File: config.mk
export PLATFORM = sky130hd
export DESIGN_NAME = eeac_rot_stage
export DESIGN_NICKNAME = d
export VERILOG_FILES = /design/src/rtl/core/eeac_pkg.sv /design/src/rtl/core/eeac_rot_stage.sv
export SDC_FILE = /design/constraint.sdc
export NUM_CORES = 1
export LEC_CHECK = 0
export ABC_AREA = 1
export ABC_CLOCK_PERIOD_IN_PS = 800
export BUFFER_PORTS_ARGS = -buffer_cell sky130_fd_sc_hd__buf_4
export CELL_PAD_IN_SITES_DETAIL_PLACEMENT = 0
export CELL_PAD_IN_SITES_GLOBAL_PLACEMENT = 1
export CORE_AREA = 2 2 178 180
export CTS_CLUSTER_SIZE = 40
export DETAILED_ROUTE_END_ITERATION = 8
export DIE_AREA = 0 0 180 182
export PLACE_DENSITY = 0.88
export SYNTH_ARGS = -nofsm -noshare
export SYNTH_HDL_FRONTEND = slang
export SYNTH_SLANG_ARGS = --single-unit
File: constraint.sdc
create_clock -name clk -period 0.8 [get_ports clk]
set_input_delay 0.04 -clock clk [delete_from_list [all_inputs] [get_ports clk]]
set_output_delay 0.04 -clock clk [all_outputs]
set_load 0.01 [all_outputs]
File: src/rtl/core/eeac_pkg.sv
// shared types and constants for the ellipse angle correction core
// arctangent table and cordic word widths; no dependencies
package eeac_pkg;

	localparam int TABLE_LEN = 24;
	localparam int XW        = 34;   // rotation cordic x/y width
	localparam int ZW        = 33;   // angle accumulator width
	localparam int VW        = 52;   // vectoring x/y width after scaling
	localparam int KW        = 15;
	localparam int K_FRAC    = 12;

	typedef logic signed [XW-1:0] rot_t;
	typedef logic signed [VW-1:0] vec_t;
	typedef logic signed [ZW-1:0] ang_t;

	function automatic ang_t atan_turn(input int idx);
		ang_t a;
		case (idx)
			0:  a = 33'sh020000000;
			1:  a = 33'sh012E4051E;
			2:  a = 33'sh009FB385B;
			3:  a = 33'sh0051111D4;
			4:  a = 33'sh0028B0D43;
			5:  a = 33'sh00145D7E1;
			6:  a = 33'sh000A2F61E;
			7:  a = 33'sh000517C55;
			8:  a = 33'sh00028BE53;
			9:  a = 33'sh000145F2F;
			10: a = 33'sh0000A2F98;
			11: a = 33'sh0000517CC;
			12: a = 33'sh000028BE6;
			13: a = 33'sh0000145F3;
			14: a = 33'sh00000A2FA;
			15: a = 33'sh00000517D;
			16: a = 33'sh0000028BE;
			17: a = 33'sh00000145F;
			18: a = 33'sh000000A30;
			19: a = 33'sh000000518;
			20: a = 33'sh00000028C;
			21: a = 33'sh000000146;
			22: a = 33'sh0000000A3;
			23: a = 33'sh000000051;
			default: a = '0;
		endcase
		return a;
	endfunction

endpackage

File: src/rtl/core/eeac_rot_stage.sv
// one registered micro-rotation of the rotation cordic
// uses eeac_pkg for widths and the arctangent table
module eeac_rot_stage #(
	parameter int IDX = 0
) (
	input  logic                clk,
	input  logic                arst_n,
	input  logic                en,
	input  logic                vld_in,
	input  eeac_pkg::rot_t      x_in,
	input  eeac_pkg::rot_t      y_in,
	input  eeac_pkg::ang_t      z_in,
	input  logic [1:0]          q_in,
	input  logic [eeac_pkg::KW-1:0] k_in,
	output logic                vld_s1,
	output eeac_pkg::rot_t      x_s1,
	output eeac_pkg::rot_t      y_s1,
	output eeac_pkg::ang_t      z_s1,
	output logic [1:0]          q_s1,
	output logic [eeac_pkg::KW-1:0] k_s1
);

	eeac_pkg::rot_t dx, dy;
	assign dx = y_in >>> IDX;
	assign dy = x_in >>> IDX;

	always_ff @(posedge clk or negedge arst_n) begin
		if (!arst_n) begin
			vld_s1 <= 1'b0;
		end else if (en) begin
			vld_s1 <= vld_in;
		end
	end

	always_ff @(posedge clk) begin
		if (en) begin
			q_s1 <= q_in;
			k_s1 <= k_in;
			if (!z_in[eeac_pkg::ZW-1]) begin
				x_s1 <= x_in - dx;
				y_s1 <= y_in + dy;
				z_s1 <= z_in - eeac_pkg::atan_turn(IDX);
			end else begin
				x_s1 <= x_in + dx;
				y_s1 <= y_in - dy;
				z_s1 <= z_in + eeac_pkg::atan_turn(IDX);
			end
		end
	end

endmodule

# Word level (Yosys, flattened, before mapping)

Index checks and enable logic that the tools add are counted.

Bits of input ports: 122
Logic and storage cells: 14
Output and inout port bits: 119
Register bits: 119

Add/sub/neg operators: 5
Muxes and demuxes: 3

Operators by type and width:

| kind                                                 | count |
|---|---|
| two-way mux 34 bit                                   | 2 |
| subtractor 34 bit                                    | 2 |
| adder 34 bit                                         | 1 |
| adder 33 x 31 -> 33 bit (second input constant)      | 1 |
| two-way mux 33 bit                                   | 1 |
| subtractor 33 x 31 -> 33 bit (second input constant) | 1 |

# Depth between registers and ports, before layout

Gate-level depths: netlist of the first run.

Depth after elaboration: 2
Gate-level depth with buffers: 18
Gate-level depth less buffers: 17

# Least setup slack after synthesis of the first run

OpenSTA, ideal clock, no wires.

Path type: input to register
Start: in x_in[0]
End: reg x_s1[32], data pin
Arrival time: 1.474 ns
Stages on the path: 13
Path buffers: 0
Slack: -0.927 ns
Setup time: 0.253 ns
Required time: 0.547 ns
Cells stage by stage: inv_1 ha_1 fa_1 o21ai_2 nand2_1 nand2_1 nand2_1 nand2_1 nand2_1 nand2_1 nand2_1 nand3_1 nand2_1

Cells in the longest elaborated chain, start to end: 2
Elaborated cells between the ends (all ways): 3
Those cells by class: add/sub (2); mux (1)

Ends and longest elaborated chain:

| what                                                     | line                                       | source |
|---|---|---|
| from (decl)                                              | eeac_rot_stage.sv:10                       | `input eeac_pkg::rot_t x_in,` |
| subtractor 34 bit / adder 34 bit (equally long branches) | eeac_rot_stage.sv:40, eeac_rot_stage.sv:44 |  |
| two-way mux 34 bit *                                     | eeac_rot_stage.sv:39                       | `if (!z_in[eeac_pkg::ZW-1]) begin` |
| to (signal assigned)                                     | eeac_rot_stage.sv:40                       | `x_s1 <= x_in - dx;` |
| to (signal assigned)                                     | eeac_rot_stage.sv:44                       | `x_s1 <= x_in + dx;` |
| to (decl)                                                | eeac_rot_stage.sv:16                       | `output eeac_pkg::rot_t x_s1,` |

Every way passes the cells marked *; elsewhere a longest branch is shown, timed or not.
A chain may end at the register's enable or synchronous reset.

# Worst setup path after layout of the first run

Start: in x_in[4]
End: reg y_s1[19], data pin

Cells in the longest elaborated chain, start to end: 2
Elaborated cells between the ends (all ways): 3
Those cells by class: add/sub (2); mux (1)

Ends and longest elaborated chain:

| what                                                     | line                                       | source |
|---|---|---|
| adder 34 bit / subtractor 34 bit (equally long branches) | eeac_rot_stage.sv:41, eeac_rot_stage.sv:45 |  |
| two-way mux 34 bit *                                     | eeac_rot_stage.sv:39                       |  |
| to (signal assigned)                                     | eeac_rot_stage.sv:41                       | `y_s1 <= y_in + dy;` |
| to (signal assigned)                                     | eeac_rot_stage.sv:45                       | `y_s1 <= y_in - dy;` |
| to (decl)                                                | eeac_rot_stage.sv:17                       | `output eeac_pkg::rot_t y_s1,` |

Marks and branches as above.

==> results of run 1 <==
[area by class of cell]
class	count	area, µm²	area share
Multi-Input combinational cell	1151	9030	0.434
Timing Repair Buffer	662	6140	0.295
Clock buffer	19	453	0.0218
Inverter	219	966	0.0464
Sequential cell	118	3540	0.170
Tap cell	402	503	0.0242
Clock inverter	13	170	0.00818
[cell usage after synthesis, types with 12 or more instances]
cell type,count
nand2_2,13
nand3_1,147
buf_4,16
a21oi_1,121
xor2_1,25
ha_1,101
o21ai_0,78
nand2_1,413
inv_2,12
a21o_1,15
o21bai_1,12
inv_1,206
nor2_1,125
buf_2,12
edfxtp_1,117
[power by group]
part	total (mW)	internal (mW)	switching (mW)
Clock	8.35	5.10	3.25
Sequential	8.09	7.73	0.358
Combinational	14.7	7.07	7.64
Total	31.1	19.9	11.2
[sequential cells by signal, indices dropped and copies added (netlist names)]
register and count:
y_s1 33, z_s1 33, vld_s1 1, x_s1 34, q_s1 2, k_s1 15
[metrics by stage]
step	TNS [ns]	setup slack [ns]
after CTS	-57.56	-0.629
after global routing	-68.83	-0.784
after floorplan	-43.83	-0.777
after detailed placement	-73.87	-1.36
final	-60.81	-0.752
after global placement	-73.23	-1.35
[critical path, cell delays in order]
cell and delay (ns):
buf_12 0.09, inv_12 0.03, ha_4 0.27, buf_4 0.15, a21oi_4 0.18, o21ai_2 0.09, nand2_1 0.12, nand3b_1 0.18
buf_4 0.19, a21oi_2 0.13, nand2_1 0.08, nand2_1 0.09, o21ai_2 0.08
[layer usage]
layer	GRT usage	up-vias
li1	-	6320
met1	0.358	6205
met2	0.475	478
met3	0.0369	111
met4	0.100	0
met5	0	-
[layout by cell type (no fill, tap or decap), types with 10 or more instances in the layout]
master,instances
o21ai_0,17
nor2_4,48
ha_1,60
o21ai_1,40
ha_4,34
buf_6,169
o21ai_2,28
nand3_1,110
inv_1,131
a21oi_4,22
xor2_1,13
nand2_1,263
dlygate4sd3_1,51
a21oi_1,55
buf_12,24
nor2_1,56
a21o_1,15
a21oi_2,52
nand2_4,39
edfxtp_1,117
nor2_2,32
buf_8,15
clkbuf_16,17
nand2_2,116
xor2_2,10
buf_4,403
inv_2,51
nand3_2,34
inv_4,27
[repair_timing]
item                       CTS  global route
gates resized for setup    518           193
cloned                       0             0
buffers inserted            69            21
setup endpoints to repair  184           184
hold endpoints to repair    51             1
pin swaps                  191           127
[worst paths after layout]
check / start / cells after the start / slack (ns) / end
setup / recovery: x_in[4] / 13 / -0.75 / y_s1[19]$_DFFE_PP_
hold / removal: z_in[30] / 2 / 0.007 / z_s1[30]$_DFFE_PP_
setup reg to reg: vld_s1$_DFFE_PN0P_ / 2 / -0.08 / vld_s1$_DFFE_PN0P_
hold reg to reg: vld_s1$_DFFE_PN0P_ / 2 / 0.63 / vld_s1$_DFFE_PN0P_
max in group asynchronous: arst_n / 3 / 0.23 / vld_s1$_DFFE_PN0P_
min in group asynchronous: arst_n / 3 / 0.47 / vld_s1$_DFFE_PN0P_
[kinds of logic after synthesis]
family          count (synthesis)  synth area share
fa+ha+maj                     105             0.122
xor+xnor                       25            0.0199
compound gates                270             0.138
simple gates                  750             0.295
mux                             1           0.00102
buf+inv                       262             0.103
flops                         118             0.321
==> results.cfg, run 1 <==
[yosys]
ys_seq_area_frac = 0.321
ys_ff_latch = 118
yosysTopAreaCellShare = 0.319
synthArstFlopShare = 0.00847
synth-main-ff-cell = edfxtp_1
yosysWarningCount = 0
syn_inst = 1531
yosysTopAreaCell = edfxtp_1
syn_nets = 1758
syn_area_um2 = 11000
synth.distinct_cells = 48
synth_edf_count = 117
yosys-top-cells-area = edfxtp_1 (32%), nand2_1 (14%), ha_1 (11%)
syn_area_per_cell_um2 = 7.20

[clock_tree]
cts_max_path_buffers = 2
clk_root_buffer_cell = clkbuf_16
clkTransAtPathRegs_ns = 0.06
clock_sinks = 118
cts_tree = done
clock_latency_ns = 0.42
htreeDepth = 4
ctsHoldBuffers = 51
cts_inserted_buffers = 17

[global_route]
grt_pass1_vias = 13200
overflow = 0
grt_pass1_wl_mm = 70.7
grt_max_degree = 25
grt_usage = 0.277
antenna_found_initial = 0

[drt]
wl_met3_mm = 2.53
maxUsedRoutingLayer = met4
drtPass1Iterations = 5
vias = 13100
met2_length_mm = 23.4
drt-initial-drc-count = 917
via_per_inst = 5.08
post_drt_wl_per_cell_um = 18.6
wl_met1_mm = 20.3
routed_wl_mm = 48.0
ant_nets = 0
route.detailed.drc = 0

[sta]
worstMarginPinSlew_ns = 0.387
max-slew-margin-rel = 0.741
rsz0062_at_grt = yes
whs_ns = 0.00693
period_share = 1.94
finalCriticalPeriod_ns = 1.55
maxSlewViolCount = 0
fin_ws_ns = -0.752
setup_viol = 184
hold_violations = 0
fin_worst_skew_ns = 0
fmax_ghz = 0.644

[floorplan]
die_w_um = 180
ios = 241
die_h_um = 182
row_count = 65
core_area_um2 = 31000
start_util = 0.356
dieArea_um2 = 32800

[cells_and_area]
post-route-util = 0.671
antenna_cells = 0
layout-drive-gt1-share = 0.558
fin_area_um2 = 20800
area_growth_pct = 88.8
fillers = 2389
nets = 2396
instances_no_fill = 2584

[power]
powerDensity_nw_per_um2 = 1500
fin_total_pwr_mw = 31.1
p_leak_nw = 9.65
vdd_ir_drop_max_mv = 1.45

[placement]
placedInstanceArea_um2 = 16400
dp_cells = 2424
place_hpwl_mm = 35.7
portBuffers = 240
gp_congestion = 0.926

[flow_run]
cap_violations = 0

[critical_path]
critical_path_class = input port to register
crit_required_ns = 0.98
path_max_fanout = 6
start_kind = input port
arrival_ns = 1.73
endpoint_kind = register

[outcome]
outcome = finished with violations
violations = negative setup slack

[worst_hold_path]
hold_class = input port to register
Power figures use the tool's default switching activity.
==> run 2: changes to the inputs <==
- ABC_AREA: 1 -> default
- CORE_AREA: 2 2 178 180 -> 2 2 163 165
- DIE_AREA: 0 0 180 182 -> 0 0 165 167
- HOLD_SLACK_MARGIN: default -> 0.06
- PLACE_DENSITY: 0.88 -> 0.87
==> results.cfg, run 2 <==
[cells_and_area]
mostFrequentLayoutCells = buf_4 (440), buf_6 (147), edfxtp_1 (117)
multi_input_area_um2 = 6840
largest_register = x_s1
layout-drive-gt1-share = 0.549
mostFrequentLayoutCell = buf_4
fillers = 1804
top_regs = x_s1 (34), y_s1 (33), z_s1 (33)
antenna_cells = 0
area_growth_pct = 86.5
nets = 1851
regArea_um2 = 3540
largest_reg_flops = 34

[yosys]
syn_inst = 997
yosys.area_share.simple = 0.117
syn_area_um2 = 9450
ys_seq_area_frac = 0.375
synth_fa_ha_area_frac = 0.142
yosys.cell_count.top_type = a21oi_1
synth_compound_area_frac = 0.220
synth_top_family_by_area = compound AO/OA/AOI/OAI gates
synthArstFlopShare = 0.00847
yosysTopAreaCellShare = 0.372
synth.distinct_cells = 80
synth_edf_count = 117
synthMuxAreaShare = 0.0192
syn_area_per_cell_um2 = 9.48
synth-main-ff-cell = edfxtp_1
ys_ff_latch = 118
synth_common_cells = a21oi_1 (120), edfxtp_1 (117), ha_1 (101)
yosysTopAreaCell = edfxtp_1
yosys.area_share.xor_xnor = 0.0612
syn_nets = 1224
yosys-top-cells-area = edfxtp_1 (37%), ha_1 (13%), a21oi_1 (6.4%)
yosysWarningCount = 0

[sta]
maxSlewViolCount = 0
whs_ns = 0.0173
finalCriticalPeriod_ns = 2.18
fin_setup_tns_ns = -90.93
worstMarginPinSlew_ns = 0.478
max-slew-margin-rel = 0.679
period_share = 2.73
hold_violations = 0
setup_viol = 187
fmax_ghz = 0.458
fin_ws_ns = -1.38
fin_worst_skew_ns = 0
rsz0062_at_grt = yes

[power]
powerDensity_nw_per_um2 = 1640
p_leak_nw = 7.79
vdd_ir_drop_max_mv = 1.14

[floorplan]
die_w_um = 165
row_count = 59
dieArea_um2 = 27600
die_h_um = 167
ios = 241
core_area_um2 = 25800
start_util = 0.367

[outcome]
violations = negative setup slack
outcome = finished with violations

[drt]
vias = 10500
drtPass1Iterations = 7
routed_wl_mm = 39.0
route.detailed.drc = 0
drt-initial-drc-count = 932
ant_nets = 0
post_drt_wl_per_cell_um = 19.8
via_per_inst = 5.31

[global_route]
grt_max_degree = 45
grt_usage = 0.268
grt_pass1_wl_mm = 57.2
grt_pass1_vias = 10600
antenna_found_initial = 0
overflow = 0

[critical_path]
max_stage_delay_ns = 0.39
crit_buf_inv = 2
cp_slowest_cell = a2111o_1
arrival_ns = 2.36
path_common_cell = a21oi_4
crit_required_ns = 0.98
cp_cell_sequence = buf_8 > ha_4 > fa_2 > nor2b_4 > o211ai_1 > buf_4 > a21oi_4 > a21oi_4 > a21oi_4 > and4_4 > a2111o_1 > a21oi_2 > xnor2_1
critical_path_class = input port to register
start_kind = input port
endpoint_kind = register
ff2ff_setup_slack_ns = -0.02
cp_top_family = compound AO/OA/AOI/OAI gates
path_max_fanout = 4

[clock_tree]
cts_tree = done
clk_root_buffer_cell = clkbuf_16
cts_inserted_buffers = 17
clkTransAtPathRegs_ns = 0.07
cts_max_path_buffers = 2
htreeDepth = 4
clock_sinks = 118
clock_latency_ns = 0.42

[worst_hold_path]
hold_class = input port to register

[placement]
portBuffers = 240
place_hpwl_mm = 27.5
gp_congestion = 0.920

[flow_run]
cap_violations = 0
## run 2: cell count changes after synthesis, moves of 9 or more
cell,change
a21o_1,+9
a31oi_1,+11
inv_1,-111
mux2i_1,+17
nand2_1,-369
nand2_2,-13
nand2b_1,+11
nand3_1,-129
nor2_1,-53
nor2b_1,+11
nor3_1,+12
o21ai_0,-30
xnor2_1,+58
xor2_1,-17
## run 2: power breakdown
part           leakage, nW  switching (mW)  total (mW)  internal [mW]
combinational         6.34            5.80        12.2           6.36
sequential            1.16           0.454        8.36           7.90
clock                0.298            3.63        8.39           4.75
## run 2: timing repair
action                                  in CTS  in global routing
gates cloned                                 0                  0
hold buffers                                51                  1
buffers inserted                            32                 26
gates resized for setup                    260                128
pin swaps                                   89                 67
hold endpoints to repair                    52                  3
endpoints found under the setup margin     185                186
## run 2: per-layer routing
layer  share of wire  GRT usage
met1            0.40      0.327
met2            0.51      0.479
met3           0.066     0.0466
met4           0.026     0.0771
met5               0          0
## run 2: kinds of logic (layout without fill, tap and decap cells)
kind of cell,count (synthesis),in the layout
adder cells (fa/ha/maj),105,105
AND/OR/NAND/NOR,220,220
XOR/XNOR,66,66
multiplexers,18,18
AO/OA/AOI/OAI,320,320
buffers and inverters,150,790
flip-flops,118,118
## run 2: worst paths after layout
kind / from / end / cells past startpoint
worst max-delay path: y_in[0] / x_s1[30]$_DFFE_PP_ / 13
worst max register to register: vld_s1$_DFFE_PN0P_ / vld_s1$_DFFE_PN0P_ / 1
min in group asynchronous: arst_n / vld_s1$_DFFE_PN0P_ / 3
max in group asynchronous: arst_n / vld_s1$_DFFE_PN0P_ / 3
worst min register to register: vld_s1$_DFFE_PN0P_ / vld_s1$_DFFE_PN0P_ / 1
worst min-delay path: z_in[29] / z_s1[30]$_DFFE_PP_ / 2
## run 2: area by class of cell
cell class              count  area share
well taps                 335      0.0238
clock inverters            15      0.0104
repair buffers            653       0.325
clock buffers              17      0.0241
multi-input cells         729       0.388
inverters                 105      0.0273
flip-flops and latches    118       0.201
## run 2: stage by stage
stage	area, µm²	util	instances	power (mW)	worst slack [ns]
floorplan	10100	-	997	12.9	-1.46
global placement	14400	0.561	1840	17.8	-1.94
detailed placement	14400	0.561	1840	17.9	-2.00
CTS	16900	0.656	1951	27.9	-1.39
global route	17600	0.684	1972	30.0	-1.46
finish	17600	0.684	1972	28.9	-1.38
==> run 3: changes to the inputs <==
==> constraint.sdc (replaced) <==
create_clock -name clk -period 0.8 [get_ports clk]
set_input_delay 0 -clock clk [delete_from_list [all_inputs] [get_ports clk]]
set_output_delay 0 -clock clk [all_outputs]
set_load 0.01 [all_outputs]
==> results.cfg, run 3 (synthesized netlist as in run 2, its figures left out) <==
[outcome]
outcome = finished with violations
violations = negative hold slack, negative setup slack

[clock_tree]
ctsHoldBuffers = 51
cts_max_path_buffers = 2
clock_latency_ns = 0.42
clkTransAtPathRegs_ns = 0.06
clk_root_buffer_cell = clkbuf_16
cts_tree = done
cts_inserted_buffers = 17
clock_sinks = 118
htreeDepth = 4

[sta]
setup_viol = 188
finalCriticalPeriod_ns = 2.14
fin_worst_skew_ns = 0
hold_violations = 2
fmax_ghz = 0.467
worstMarginPinSlew_ns = 0.414
whs_ns = -0.0417
period_share = 2.68
maxSlewViolCount = 0
rsz0062_at_grt = yes
fin_setup_tns_ns = -83.89
max-slew-margin-rel = 0.722
fin_ws_ns = -1.34

[power]
p_switching_mw = 9.82
p_clk_frac = 0.292
powerDensity_nw_per_um2 = 1640
swShare = 0.342
combPwrFrac = 0.416
vdd_ir_drop_max_mv = 1.19
p_int_mw = 18.9
power_frac_seq = 0.291
fin_total_pwr_mw = 28.8
p_leak_nw = 7.75

[placement]
pre_cts_slack_ns = -1.93
portBuffers = 240
gp_congestion = 0.929
place_hpwl_mm = 27.5
dp_cells = 1835
placedInstanceArea_um2 = 14400

[critical_path]
r2r_cells = 2
arrival_ns = 2.32
critPathLaunch = x_in[0]
path_max_fanout = 3
cp_cell_sequence = buf_8 > buf_4 > inv_12 > ha_4 > fa_2 > nor2b_1 > o21ai_1 > nand2_2 > a21oi_2 > o211ai_1 > a21o_2 > a2111oi_4 > a21oi_2 > xnor2_1
cp_top_family = compound AO/OA/AOI/OAI gates
r2r-end = vld_s1$_DFFE_PN0P_
cp.depth = 14
crit_buf_inv = 3
start_kind = input port
endpoint_kind = register
critical_path_class = input port to register
critPathCapture = x_s1[30]$_DFFE_PP_
cp_slowest_cell = a2111oi_4
crit_required_ns = 0.98
timing.rr.start = vld_s1$_DFFE_PN0P_
max_stage_delay_ns = 0.39
path_common_cell = a21oi_2
ff2ff_setup_slack_ns = -0.09

[drt]
drt-initial-drc-count = 843
routed_wl_mm = 39.1
vias = 10300
ant_nets = 0
route.detailed.drc = 0
post_drt_wl_per_cell_um = 19.8
drtPass1Iterations = 5
via_per_inst = 5.24

[cells_and_area]
mostFrequentLayoutCell = buf_4
largest_reg_flops = 34
post-route-util = 0.680
area_growth_pct = 85.3
largest_register = x_s1
fin_area_um2 = 17500
top_regs = x_s1 (34), y_s1 (33), z_s1 (33)
instances_no_fill = 1969
nets = 1848
antenna_cells = 0
mostFrequentLayoutCells = buf_4 (437), buf_6 (148), edfxtp_1 (117)
layout-drive-gt1-share = 0.543

[floorplan]
die_h_um = 167
core_area_um2 = 25800
ios = 241
dieArea_um2 = 27600
die_w_um = 165
start_util = 0.367
row_count = 59

[global_route]
grt_max_degree = 45
overflow = 0
grt_usage = 0.269
antenna_found_initial = 0
grt_pass1_wl_mm = 56.8
grt_pass1_vias = 10600

[worst_hold_path]
hold_class = input port to register

[flow_run]
cap_violations = 0
run 3: timing repair:
item,in CTS,in global routing
buffers inserted,38,17
endpoints found under the setup margin,185,191
pin swaps,84,58
hold endpoints to repair,57,3
resized for setup,269,105
run 3: worst min path at each step:
stage,slack [ns],cells after the start,endpoint,startpoint
2_1_floorplan,-0.30,0,vld_s1$_DFFE_PN0P_,arst_n
3_3_place_gp,-0.23,1,vld_s1$_DFFE_PN0P_,arst_n
3_5_place_dp,-0.22,1,vld_s1$_DFFE_PN0P_,arst_n
4_1_cts,-0.03,2,z_s1[30]$_DFFE_PP_,z_in[29]
5_1_grt,-0.01,2,vld_s1$_DFFE_PN0P_,en
6_report,-0.04,2,vld_s1$_DFFE_PN0P_,en
run 3: power groups by stage:
stage | logic (mW) | registers [mW] | clock network (mW)
final | 12.0 | 8.38 | 8.40
after global routing | 12.7 | 8.44 | 8.65
after CTS | 11.2 | 8.32 | 8.45
after detailed placement | 9.50 | 8.32 | 0
after global placement | 9.39 | 8.31 | 0
after floorplan | 4.17 | 8.68 | 0
run 3: per-layer routing:
layer,share of wire,track usage,vias to the layer above
li1,-,-,4845
met1,0.41,0.323,4947
met2,0.51,0.488,449
met3,0.054,0.0396,73
met4,0.027,0.0824,0
met5,0,0,-
run 3: area by class of cell:
cell class                 instances  area (µm²)
clock buffer                      17         425
sequential                       118        3540
timing repair buffer             650        5720
tap                              335         419
clock inverter                    15         180
multi-input combinational        729        6740
inverter                         105         488
fill                            1877        8260
