--- config.mk ---
export PLATFORM = sky130hd
export DESIGN_NAME = eeac_vec_stage
export DESIGN_NICKNAME = d
export VERILOG_FILES = /design/src/rtl/core/eeac_pkg.sv /design/src/rtl/core/eeac_vec_stage.sv
export SDC_FILE = /design/constraint.sdc
export NUM_CORES = 1
export LEC_CHECK = 0
export BUFFER_PORTS_ARGS = -buffer_cell sky130_fd_sc_hd__buf_4
export CAP_MARGIN = 10
export CORE_MARGIN = 1.5
export CORE_UTILIZATION = 50
export DETAILED_ROUTE_END_ITERATION = 16
export PLACE_DENSITY_LB_ADDON = 0.05
export SLEW_MARGIN = 20
export SYNTH_ARGS = -nofsm -noshare
export SYNTH_HDL_FRONTEND = slang
export SYNTH_SLANG_ARGS = --single-unit
--- constraint.sdc ---
create_clock -name clk -period 1 [get_ports clk]
set_input_delay 0.3 -clock clk [delete_from_list [all_inputs] [get_ports clk]]
set_output_delay 0.3 -clock clk [all_outputs]
set_load 0.01 [all_outputs]
--- src/rtl/core/eeac_pkg.sv ---
// shared types and constants for the ellipse angle correction core
// arctangent table and cordic word widths; no dependencies
package eeac_pkg;

	localparam int TABLE_LEN = 24;
	localparam int XW        = 34;   // rotation cordic x/y width
	localparam int ZW        = 33;   // angle accumulator width
	localparam int VW        = 52;   // vectoring x/y width after scaling
	localparam int KW        = 15;
	localparam int K_FRAC    = 12;

	typedef logic signed [XW-1:0] rot_t;
	typedef logic signed [VW-1:0] vec_t;
	typedef logic signed [ZW-1:0] ang_t;

	function automatic ang_t atan_turn(input int idx);
		ang_t a;
		case (idx)
			0:  a = 33'sh020000000;
			1:  a = 33'sh012E4051E;
			2:  a = 33'sh009FB385B;
			3:  a = 33'sh0051111D4;
			4:  a = 33'sh0028B0D43;
			5:  a = 33'sh00145D7E1;
			6:  a = 33'sh000A2F61E;
			7:  a = 33'sh000517C55;
			8:  a = 33'sh00028BE53;
			9:  a = 33'sh000145F2F;
			10: a = 33'sh0000A2F98;
			11: a = 33'sh0000517CC;
			12: a = 33'sh000028BE6;
			13: a = 33'sh0000145F3;
			14: a = 33'sh00000A2FA;
			15: a = 33'sh00000517D;
			16: a = 33'sh0000028BE;
			17: a = 33'sh00000145F;
			18: a = 33'sh000000A30;
			19: a = 33'sh000000518;
			20: a = 33'sh00000028C;
			21: a = 33'sh000000146;
			22: a = 33'sh0000000A3;
			23: a = 33'sh000000051;
			default: a = '0;
		endcase
		return a;
	endfunction

endpackage

--- src/rtl/core/eeac_vec_stage.sv ---
// one registered micro-rotation of the vectoring cordic
// uses eeac_pkg for widths and the arctangent table
module eeac_vec_stage #(
	parameter int IDX = 0
) (
	input  logic           clk,
	input  logic           arst_n,
	input  logic           en,
	input  logic           vld_in,
	input  eeac_pkg::vec_t x_in,
	input  eeac_pkg::vec_t y_in,
	input  eeac_pkg::ang_t z_in,
	output logic           vld_s1,
	output eeac_pkg::vec_t x_s1,
	output eeac_pkg::vec_t y_s1,
	output eeac_pkg::ang_t z_s1
);

	eeac_pkg::vec_t dx, dy;
	assign dx = y_in >>> IDX;
	assign dy = x_in >>> IDX;

	always_ff @(posedge clk or negedge arst_n) begin
		if (!arst_n) begin
			vld_s1 <= 1'b0;
		end else if (en) begin
			vld_s1 <= vld_in;
		end
	end

	always_ff @(posedge clk) begin
		if (en) begin
			if (!y_in[eeac_pkg::VW-1]) begin
				x_s1 <= x_in + dx;
				y_s1 <= y_in - dy;
				z_s1 <= z_in + eeac_pkg::atan_turn(IDX);
			end else begin
				x_s1 <= x_in - dx;
				y_s1 <= y_in + dy;
				z_s1 <= z_in - eeac_pkg::atan_turn(IDX);
			end
		end
	end

endmodule

==> flow_metrics.py, run 1 <==
metrics = {
    "placed_design": {
        "dpl.cell_count": 2769,
        "dpl.hpwl_microns": 47700,
        "io_buffer_count": 278,
        "gp_congestion": 0.988,
    },
    "floorplanning": {
        "start_util": 0.510,
        "fp.dieW_microns": 169,
        "die_y_microns": 169,
        "num_io_pins": 279,
        "num_rows": 60,
    },
    "clock_tree": {
        "clockBufferDepth": 2,
        "htree_levels": 4,
        "clock-sinks": 137,
        "cts_root_buf": "clkbuf_16",
        "cts_buffers": 17,
    },
    "synth": {
        "ys_async_sr_fraction": 0.00730,
        "avgSynthCellArea_sq_um": 8.57,
        "syn_area_sq_um": 13800,
        "ys_seq_elements": 137,
        "ys_seq_area_frac": 0.298,
        "postSynthCellCount": 1608,
        "syn-num-nets": 1922,
        "ys.warnings.count": 0,
        "synth_edf_count": 136,
        "synthFlopType": "edfxtp_1",
        "synthDistinctLibCells": 83,
    },
    "grt": {
        "grt_remaining_overflow": 3428,
        "track_usage": 1.04,
        "grt_max_degree": 42,
    },
    "outcome": {
        "lastStage": "global routing",
        "error": "[ERROR GRT-0232] Routing congestion too high. Check the congestion heatmap in the GUI.",
        "status": "aborted with a tool error",
    },
    "sta": {
        "grt-worst-endpoint": "x_s1[42]$_DFFE_PP_/D",
        "worst_endpoint_kind": "register data pin",
    },
}
## synthesized netlist by cell type (9+ instances only)
cell type | count | area (sq um)
a21oi_1 | 199 | 996
nand2b_1 | 13 | 81.3
inv_2 | 11 | 41.3
edfxtp_1 | 136 | 4080
xnor2_1 | 88 | 771
nand4_1 | 25 | 156
nor4_1 | 13 | 81.3
o211ai_1 | 14 | 105
nor2b_1 | 20 | 125
buf_1 | 11 | 41.3
mux2i_1 | 28 | 280
buf_2 | 18 | 90.1
a31oi_1 | 11 | 68.8
nor3_1 | 30 | 150
nand3_1 | 21 | 105
or3_1 | 9 | 56.3
o21a_1 | 14 | 105
nand2_1 | 78 | 293
ha_1 | 169 | 2110
xor2_1 | 15 | 131
nor2_1 | 126 | 473
o21ai_0 | 88 | 440
a21o_1 | 44 | 330
clkbuf_1 | 41 | 154
inv_1 | 143 | 537
a211oi_1 | 14 | 105
o21bai_1 | 42 | 315
o21ai_1 | 30 | 150
o31ai_1 | 26 | 195
## layer usage
metal | track usage | GRT overflow
met5 | 0.210 | 2
met4 | 1.17 | 549
met3 | 0.698 | 8
met1 | 0.883 | 21
met2 | 1.50 | 2848
## stage by stage
step                cell area, sq um  hold slack (ns)  setup slack [ns]
global placement               21400           0.0755             -2.28
CTS                            24900           0.0246             -1.75
floorplan                      14800          0.00441             -1.75
detailed placement             21400           0.0780             -2.38
## repair_timing
action	in CTS
gates resized for setup	556
hold buffers	1
setup buffers	83
endpoints found under the hold margin	1
setup endpoints to repair	242
pin swaps	213
## cell families after synthesis
| logic type | share of synthesized area |
|---|---|
| adders and majority gates | 0.159 |
| DFF | 0.298 |
| xor gates and xnor gates | 0.0655 |
| AOI/OAI and AO/OA | 0.256 |
| buffers and inverters | 0.0662 |
| muxes | 0.0220 |
| and+or+nand+nor | 0.133 |
==> run 2: changes to the inputs <==
Settings changed: CORE_UTILIZATION 50 to 35, PLACE_DENSITY_LB_ADDON 0.05 to 0.15.
==> flow_metrics.py, run 2 <==
metrics = {
    "floorplanning": {
        "fp.dieW_microns": 201,
        "start_util": 0.356,
        "core_sq_um": 38700,
        "num_io_pins": 279,
        "num_rows": 72,
        "dieArea_sq_um": 40600,
        "die_y_microns": 201,
    },
    "synth": {
        "synth_edf_count": 136,
        "yosys.cell_count.top_type": "a21oi_1",
        "syn-num-nets": 1922,
        "synth_top_area_frac": 0.296,
        "synth_area_leaders": "edfxtp_1 (30%), ha_1 (15%), a21oi_1 (7.2%), xnor2_1 (5.6%), inv_1 (3.9%)",
        "ys_seq_area_frac": 0.298,
        "avgSynthCellArea_sq_um": 8.57,
        "ys_async_sr_fraction": 0.00730,
        "ys.warnings.count": 0,
        "ys_seq_elements": 137,
        "synth_top_area_cell": "edfxtp_1",
        "synthDistinctLibCells": 83,
        "postSynthCellCount": 1608,
        "syn_area_sq_um": 13800,
        "ys_top_cells_by_count": "a21oi_1 (199), ha_1 (169), inv_1 (143), edfxtp_1 (136), nor2_1 (126)",
        "synthFlopType": "edfxtp_1",
    },
    "grt": {
        "grt_pass1_wl_microns": 92900,
        "antenna_found_initial": 1,
        "first_global_vias": 16587,
        "grt_use_met3": 0.0381,
        "grt_remaining_overflow": 0,
        "grt_max_degree": 24,
        "grtUsageMet1": 0.381,
        "track_usage": 0.294,
        "grt.busiest_layer": "met2",
        "met2_usage": 0.497,
    },
    "sta": {
        "fin_crit_ns": 2.68,
        "skew_ns": 0,
        "fin_hold_ws_ns": 0.0925,
        "final_hold_viol_count": 0,
        "fmax_ghz": 0.372,
        "post-route-period-util": 2.68,
        "tns_ns": -170.07,
        "drv_slew": 0,
        "setup_violations": 240,
        "slew-limit-headroom": 0.660,
        "tightest_slew_ns": 0.505,
        "rsz0062_at_grt": "true",
        "setup_slack_ns": -1.68,
    },
    "pwr": {
        "fin_total_pwr_mw": 30.6,
        "powerDensity_nw_per_um2": 1150,
        "p_leak_nw": 11.8,
        "ir_drop_uv": 1180,
    },
    "clock_tree": {
        "clock-sinks": 137,
        "clk_pin_slew_worst_paths_ns": 0.07,
        "clockBufferDepth": 2,
        "cts_tree": "built",
        "cts_buffers": 17,
        "htree_levels": 4,
        "clk-insertion-delay-late_ns": 0.46,
        "cts_root_buf": "clkbuf_16",
    },
    "placed_design": {
        "io_buffer_count": 278,
        "gp_congestion": 0.982,
        "dpl.hpwl_microns": 48100,
    },
    "layout": {
        "largest_register": "x_s1",
        "largest_register_ffs": 52,
        "num-fill-cells": 3094,
        "syn_to_final_growth_pct": 92.7,
        "ff_latch_area_sq_um": 4110,
        "multi_input_area_sq_um": 11600,
        "largestRegisters": "x_s1 (52), y_s1 (51), z_s1 (33)",
        "final_common_cell": "buf_4",
        "final_cell_mix": "buf_4 (764), buf_6 (207), edfxtp_1 (136)",
        "nNetsFinal": 2900,
        "drive_gt1_frac": 0.571,
    },
    "drt": {
        "vias_per_cell": 5.24,
        "vias": 16350,
        "dr.pass1.iters": 5,
        "wirelength_microns": 61600,
        "dr.first_iter.drc_count": 900,
        "drc": 0,
        "wl_per_cell_microns": 19.7,
        "ant_nets": 0,
    },
    "critical_path": {
        "worst_ep_arrival_time_ns": 2.90,
        "path_max_fanout": 3,
        "end_kind": "register",
        "critPathLaunchType": "primary input",
        "cp.required_ns": 1.22,
        "path_class": "in2reg",
    },
    "outcome": {
        "violations": "setup timing",
        "status": "complete, but fails checks",
    },
    "job": {
        "drv_cap": 0,
    },
    "worst_hold_path": {
        "hp-class": "in2reg",
    },
}
run 2: cell counts after synthesis:
Identical to the previous run, type by type.
run 2: cells by family after synthesis:
kind of cell	Yosys count	share of synthesized area
AOI/OAI and AO/OA	559	0.256
xor gates and xnor gates	103	0.0655
adders and majority gates	173	0.159
buffers and inverters	232	0.0662
DFF	137	0.298
muxes	30	0.0220
and+or+nand+nor	374	0.133
run 2: cell type report:
cell class,count,share of cell area
diodes,1,0.0000942
clock buffers,17,0.0160
clock inverters,15,0.00584
inverters,158,0.0257
multi-input cells,1239,0.437
flip-flops and latches,137,0.155
well taps,518,0.0244
repair buffers,1033,0.336
run 2: where the power goes:
part | total [mW] | switching [mW] | internal, mW | leakage [nW]
Combinational | 16.2 | 7.77 | 8.40 | 10.2
Clock | 6.46 | 2.94 | 3.52 | 0.286
Sequential | 7.99 | 0.476 | 7.51 | 1.34
run 2: what timing repair did:
| action | CTS | global route |
|---|---|---|
| cloned | 1 | 1 |
| pin swaps | 226 | 169 |
| hold buffers | 30 | 0 |
| setup endpoints to repair | 242 | 242 |
| hold endpoints to repair | 30 | 0 |
| buffers inserted | 75 | 56 |
| gates resized for setup | 463 | 255 |
run 2: per-layer routing:
layer / vias to the layer above / share of wire
met5: - / 0
met4: 0 / 0.033
met3: 108 / 0.046
met2: 542 / 0.49
met1: 7946 / 0.43
li1: 7754 / -
run 2: final timing paths:
| path | from | to | slack, ns | cells after the start |
|---|---|---|---|---|
| min reg2reg | vld_s1 | vld_s1 | 0.59 | 1 |
| min in group asynchronous | arst_n | vld_s1 | 0.16 | 2 |
| max in group asynchronous | arst_n | vld_s1 | 0.76 | 2 |
| min | vld_in | vld_s1 | 0.09 | 2 |
| max reg2reg | vld_s1 | vld_s1 | 0.20 | 1 |
| max | x_in[0] | x_s1[42] | -1.68 | 15 |
run 2: per-stage QoR:
stage / worst slack (ns) / std cells / cell area, sq um / util
4_1_cts: -1.63 / 3077 / 25200 / 0.651
2_1_floorplan: -1.75 / 1608 / 14800 / -
6_report: -1.68 / 3118 / 26600 / 0.686
3_3_place_gp: -2.52 / 2952 / 21700 / 0.561
5_1_grt: -1.75 / 3117 / 26600 / 0.685
3_5_place_dp: -2.55 / 2952 / 21700 / 0.561
run 2: critical path, stage by stage:
cell and delay, ns:
buf_12 0.10, ha_4 0.14, inv_2 0.04, fa_2 0.42
o21bai_4 0.16, a21oi_4 0.09, o311ai_4 0.32, a21oi_4 0.14
a211oi_4 0.23, buf_6 0.17, a221oi_4 0.09, o211a_1 0.26
buf_6 0.13, o21ai_2 0.20, xnor2_1 0.09
Note: power is estimated with default switching activity, not from simulation.
==> run 3: changes to the inputs <==
--- a/config.mk
+++ b/config.mk
@@ -13,2 +13,3 @@
 export PLACE_DENSITY_LB_ADDON = 0.15
+export SETUP_SLACK_MARGIN = 0.02
 export SLEW_MARGIN = 20
--- a/constraint.sdc
+++ b/constraint.sdc
@@ -3,2 +3,2 @@
 set_output_delay 0.3 -clock clk [all_outputs]
-set_load 0.01 [all_outputs]
+set_load 0.05 [all_outputs]
==> flow_metrics.py, run 3 (synthesized netlist as in run 2, its figures left out) <==
metrics = {
    "grt": {
        "track_usage": 0.299,
        "antenna_found_initial": 0,
        "grt_max_degree": 21,
        "grt_remaining_overflow": 0,
        "first_global_vias": 16699,
        "grt_pass1_wl_microns": 94100,
    },
    "drt": {
        "vias": 16314,
        "drc": 0,
        "ant_nets": 0,
        "wirelength_microns": 62500,
        "dr.first_iter.drc_count": 912,
        "wl_per_cell_microns": 20.1,
        "dr.pass1.iters": 5,
        "vias_per_cell": 5.24,
    },
    "sta": {
        "fmax_ghz": 0.373,
        "setup_violations": 239,
        "tightest_slew_ns": 0.599,
        "post-route-period-util": 2.68,
        "rsz0062_at_grt": "true",
        "setup_slack_ns": -1.68,
        "slew-limit-headroom": 0.597,
        "drv_slew": 0,
        "final_hold_viol_count": 0,
        "skew_ns": 0,
        "fin_crit_ns": 2.68,
        "fin_hold_ws_ns": 0.0638,
    },
    "pwr": {
        "p_leak_nw": 11.9,
        "powerDensity_nw_per_um2": 1250,
        "swShare": 0.419,
        "seq_power_share": 0.240,
        "pwr-share-comb": 0.564,
        "ir_drop_uv": 1370,
        "p_int_mw": 19.4,
        "power.switching_mw": 14.0,
        "clock_power_share": 0.196,
    },
    "placed_design": {
        "dpl.hpwl_microns": 48400,
        "place_ws_ns": -2.44,
        "dpl.cell_count": 2951,
        "gp_congestion": 0.948,
        "io_buffer_count": 278,
    },
    "clock_tree": {
        "htree_levels": 4,
        "cts_root_buf": "clkbuf_16",
        "clk_pin_slew_worst_paths_ns": 0.07,
        "cts_buffers": 17,
        "clk-insertion-delay-late_ns": 0.46,
        "cts_tree": "built",
        "clock-sinks": 137,
        "clockBufferDepth": 2,
    },
    "floorplanning": {
        "num_rows": 72,
        "die_y_microns": 201,
        "fp.dieW_microns": 201,
        "num_io_pins": 279,
        "dieArea_sq_um": 40600,
        "core_sq_um": 38700,
        "start_util": 0.356,
    },
    "outcome": {
        "violations": "setup timing",
        "status": "complete, but fails checks",
    },
    "layout": {
        "largestRegisters": "x_s1 (52), y_s1 (51), z_s1 (33)",
        "final_cell_mix": "buf_4 (722), buf_6 (241), edfxtp_1 (136)",
        "n_antenna_cell": 0,
        "largest_register": "x_s1",
        "largest_register_ffs": 52,
        "nNetsFinal": 2895,
        "fin_cells": 3112,
        "final_common_cell": "buf_4",
        "syn_to_final_growth_pct": 93.4,
        "drive_gt1_frac": 0.573,
    },
    "critical_path": {
        "worst_ep_arrival_time_ns": 2.90,
        "critPathLaunchType": "primary input",
        "end_kind": "register",
        "cp.required_ns": 1.22,
        "path_class": "in2reg",
        "path_max_fanout": 5,
    },
    "worst_hold_path": {
        "hp-class": "in2reg",
    },
    "job": {
        "drv_cap": 0,
    },
}
[run 3: cell count changes in the layout (fill, tap and decap cells not counted), sizes merged]
cell      previous run  this run
clkinv               8         6
inv                163       165
clkbuf              17        18
bufinv               1         0
buf               1003       997
clkinvlp             1         2
diode                1         0
[run 3: cell type report]
class                      count  area [sq um]
clock buffer                  17           425
tap                          518           648
timing repair buffer        1028          9070
sequential                   137          4110
inverter                     158           683
multi-input combinational   1239         11500
clock inverter                15           164
fill                        3018         12100
[run 3: path summary, 6_finish.rpt]
check,slack (ns),to,from,cells past startpoint
setup / recovery,-1.68,y_s1[46],x_in[12],15
hold / removal,0.06,vld_s1,vld_in,2
setup reg to reg,0.23,vld_s1,vld_s1,1
hold reg to reg,0.53,vld_s1,vld_s1,1
max in group asynchronous,0.77,vld_s1,arst_n,2
min in group asynchronous,0.14,vld_s1,arst_n,2
[run 3: power groups by stage]
stage                     clock (mW)  combinational, mW  sequential, mW
after floorplan                    0               5.42            10.9
after global placement             0               15.1            7.97
after detailed placement           0               15.2            7.96
after CTS                       6.67               17.8            8.03
after global routing            6.85               19.8            8.08
final                           6.55               18.8            8.01
[run 3: timing repair]
item,4_1_cts,5_1_grt
hold buffers,30,0
endpoints found under the hold margin,30,0
cloned,0,1
pin swaps,222,115
setup buffers,80,42
setup endpoints to repair,243,241
gates resized for setup,597,152
[run 3: routing by layer]
| metal | track usage | vias to the layer above | wire length, microns |
|---|---|---|---|
| met4 | 0.0866 | 0 | 1690 |
| met2 | 0.517 | 551 | 30600 |
| li1 | - | 7757 | - |
| met3 | 0.0376 | 99 | 2920 |
| met5 | 0 | - | 0 |
| met1 | 0.390 | 7907 | 27300 |
[run 3: metrics by stage]
stage / area, sq um / setup TNS [ns] / util / power [mW]
CTS: 25700 / -168.17 / 0.663 / 32.5
global placement: 21800 / -198.34 / 0.562 / 23.1
floorplan: 14800 / -134.16 / - / 16.3
finish: 26700 / -170.75 / 0.688 / 33.4
global route: 26700 / -181.00 / 0.688 / 34.7
detailed placement: 21800 / -200.76 / 0.562 / 23.1
[run 3: critical path: stages]
cell,delay (ns)
buf_6,0.10
inv_8,0.03
ha_4,0.23
or4_4,0.57
o21bai_1,0.18
nand3_1,0.13
a21oi_4,0.07
a211oi_2,0.19
buf_4,0.18
a221oi_4,0.11
buf_4,0.16
o211a_4,0.24
o21ai_4,0.18
a21oi_2,0.09
xor2_1,0.15
==> run 4: changes to the inputs <==
==> constraint.sdc (replaced) <==
create_clock -name clk -period 1 [get_ports clk]
set_input_delay 0.05 -clock clk [delete_from_list [all_inputs] [get_ports clk]]
set_output_delay 0.05 -clock clk [all_outputs]
set_load 0.05 [all_outputs]
==> flow_metrics.py, run 4 (synthesized netlist as in run 2, its figures left out) <==
metrics = {
    "layout": {
        "ff_latch_area_sq_um": 4110,
        "final_common_cell": "buf_4",
        "fin_util": 0.694,
        "syn_to_final_growth_pct": 94.9,
        "drive_gt1_frac": 0.575,
        "final_cell_mix": "buf_4 (720), buf_6 (261), edfxtp_1 (136)",
        "nNetsFinal": 2913,
        "fin_cells": 3130,
        "largest_register_ffs": 52,
        "num-fill-cells": 2981,
        "fin_area_sq_um": 26900,
        "largest_register": "x_s1",
        "largestRegisters": "x_s1 (52), y_s1 (51), z_s1 (33)",
        "multi_input_area_sq_um": 11700,
        "n_antenna_cell": 0,
    },
    "clock_tree": {
        "clock-sinks": 137,
        "cts_buffers": 17,
        "cts_tree": "built",
        "clk-insertion-delay-late_ns": 0.47,
        "cts_root_buf": "clkbuf_16",
        "clockBufferDepth": 2,
        "clk_pin_slew_worst_paths_ns": 0.07,
        "htree_levels": 4,
    },
    "worst_hold_path": {
        "min_path_cells": 4,
        "hp-class": "in2reg",
        "hold_path_end": "z_s1[32]",
        "min_from": "z_in[31]",
    },
    "grt": {
        "grt_max_degree": 26,
        "grtUsageMet1": 0.395,
        "met2_usage": 0.510,
        "antenna_found_initial": 0,
        "first_global_vias": 16684,
        "track_usage": 0.301,
        "grt_pass1_wl_microns": 94700,
        "grt_remaining_overflow": 0,
        "grt_use_met3": 0.0436,
        "grt.busiest_layer": "met2",
    },
    "sta": {
        "drv_slew": 0,
        "fin_hold_ws_ns": 0.0783,
        "rsz0062_at_grt": "true",
        "tns_ns": -117.55,
        "setup_violations": 235,
        "fin_crit_ns": 2.42,
        "setup_slack_ns": -1.42,
        "slew-limit-headroom": 0.481,
        "post-route-period-util": 2.42,
        "final_hold_viol_count": 0,
        "skew_ns": 0,
        "tightest_slew_ns": 0.770,
        "fmax_ghz": 0.412,
    },
    "pwr": {
        "ir_drop_uv": 1230,
        "fin_total_pwr_mw": 33.7,
        "p_int_mw": 19.7,
        "p_leak_nw": 11.9,
        "power.switching_mw": 14.0,
        "powerDensity_nw_per_um2": 1250,
        "swShare": 0.415,
        "clock_power_share": 0.194,
        "seq_power_share": 0.238,
        "pwr-share-comb": 0.568,
    },
    "floorplanning": {
        "num_io_pins": 279,
        "core_sq_um": 38700,
        "num_rows": 72,
        "fp.dieW_microns": 201,
        "start_util": 0.356,
        "dieArea_sq_um": 40600,
        "die_y_microns": 201,
    },
    "drt": {
        "ant_nets": 0,
        "dr.first_iter.drc_count": 1016,
        "dr.pass1.iters": 6,
        "wl_per_cell_microns": 20.1,
        "wirelength_microns": 63000,
        "vias": 16363,
        "drc": 0,
        "vias_per_cell": 5.23,
    },
    "placed_design": {
        "io_buffer_count": 278,
        "gp_congestion": 0.995,
        "place_ws_ns": -2.06,
        "dpl-instance-area_sq_um": 21700,
        "dpl.hpwl_microns": 48500,
        "dpl.cell_count": 2958,
    },
    "critical_path": {
        "critPathLaunchType": "primary input",
        "ff2ff_setup_slack_ns": 0.22,
        "crit_path_frequent_cell": "a21oi_4",
        "cp_cell_sequence": "buf_8, ha_4, inv_2, fa_2, o21bai_4, a21oi_4, o311ai_4, a21oi_4, a211oi_4, buf_4, a221oi_4, o211a_1, o21ai_2, a21oi_2, xor2_1",
        "worstReg2RegEnd": "vld_s1",
        "path_class": "in2reg",
        "cp_slowest_cell": "fa_2",
        "worst_ep_arrival_time_ns": 2.64,
        "reg2reg_from": "vld_s1",
        "path_max_fanout": 3,
        "cp.required_ns": 1.22,
        "reg2reg_depth": 1,
        "cpPeakStageDelay_ns": 0.37,
        "end_kind": "register",
    },
    "outcome": {
        "violations": "setup timing",
        "status": "complete, but fails checks",
    },
    "job": {
        "drv_cap": 0,
    },
}
[run 4: cell count changes in the layout (fill, tap and decap cells not counted), moves of 5 or more]
| cell | before | now |
|---|---|---|
| o21ai_2 | 44 | 39 |
| dlygate4sd3_1 | 30 | 37 |
| inv_8 | 12 | 7 |
| buf_6 | 241 | 261 |
| nor2_1 | 101 | 93 |
| o21ai_1 | 15 | 22 |
[run 4: how the worst max path moves through the flow]
stage | startpoint | cells after the start | endpoint | slack, ns
5_1_grt | y_in[0] | 15 | y_s1[46] | -1.49
3_3_place_gp | y_in[3] | 13 | x_s1[51] | -2.08
6_report | y_in[0] | 15 | y_s1[46] | -1.42
4_1_cts | y_in[0] | 14 | y_s1[48] | -1.35
2_1_floorplan | y_in[21] | 12 | y_s1[47] | -1.50
3_5_place_dp | y_in[3] | 12 | x_s1[35] | -2.06
[run 4: area by class of cell]
cell class / count / area share
Clock buffer: 17 / 0.0158
Clock inverter: 15 / 0.00573
Inverter: 158 / 0.0251
Multi-Input combinational cell: 1239 / 0.434
Sequential cell: 137 / 0.153
Tap cell: 518 / 0.0241
Timing Repair Buffer: 1046 / 0.342
[run 4: critical path: cells and delay by family]
family          cells  cell delay [ns]
compound gates      9             1.61
xor+xnor            1             0.15
fa+ha+maj           2             0.51
buf+inv             3             0.31
[run 4: power by group through the flow]
stage          clock, mW  sequential, mW  combinational (mW)
2_1_floorplan          0            10.9                5.42
3_3_place_gp           0            7.94                15.1
3_5_place_dp           0            7.94                15.2
4_1_cts             6.65            7.89                17.4
5_1_grt             6.89            8.08                20.0
6_report            6.54            8.01                19.1
[run 4: timing repair]
action	in CTS	in global routing
buffers inserted	66	65
resized for setup	468	316
hold buffers	37	0
cloned	1	0
hold endpoints to repair	46	0
setup endpoints to repair	236	236
pin swaps	199	152
[run 4: metal layers]
layer | wire length [microns] | vias to the layer above
met5 | 0 | -
met4 | 1700 | 0
met3 | 3150 | 91
met2 | 30700 | 524
met1 | 27500 | 7968
li1 | - | 7780
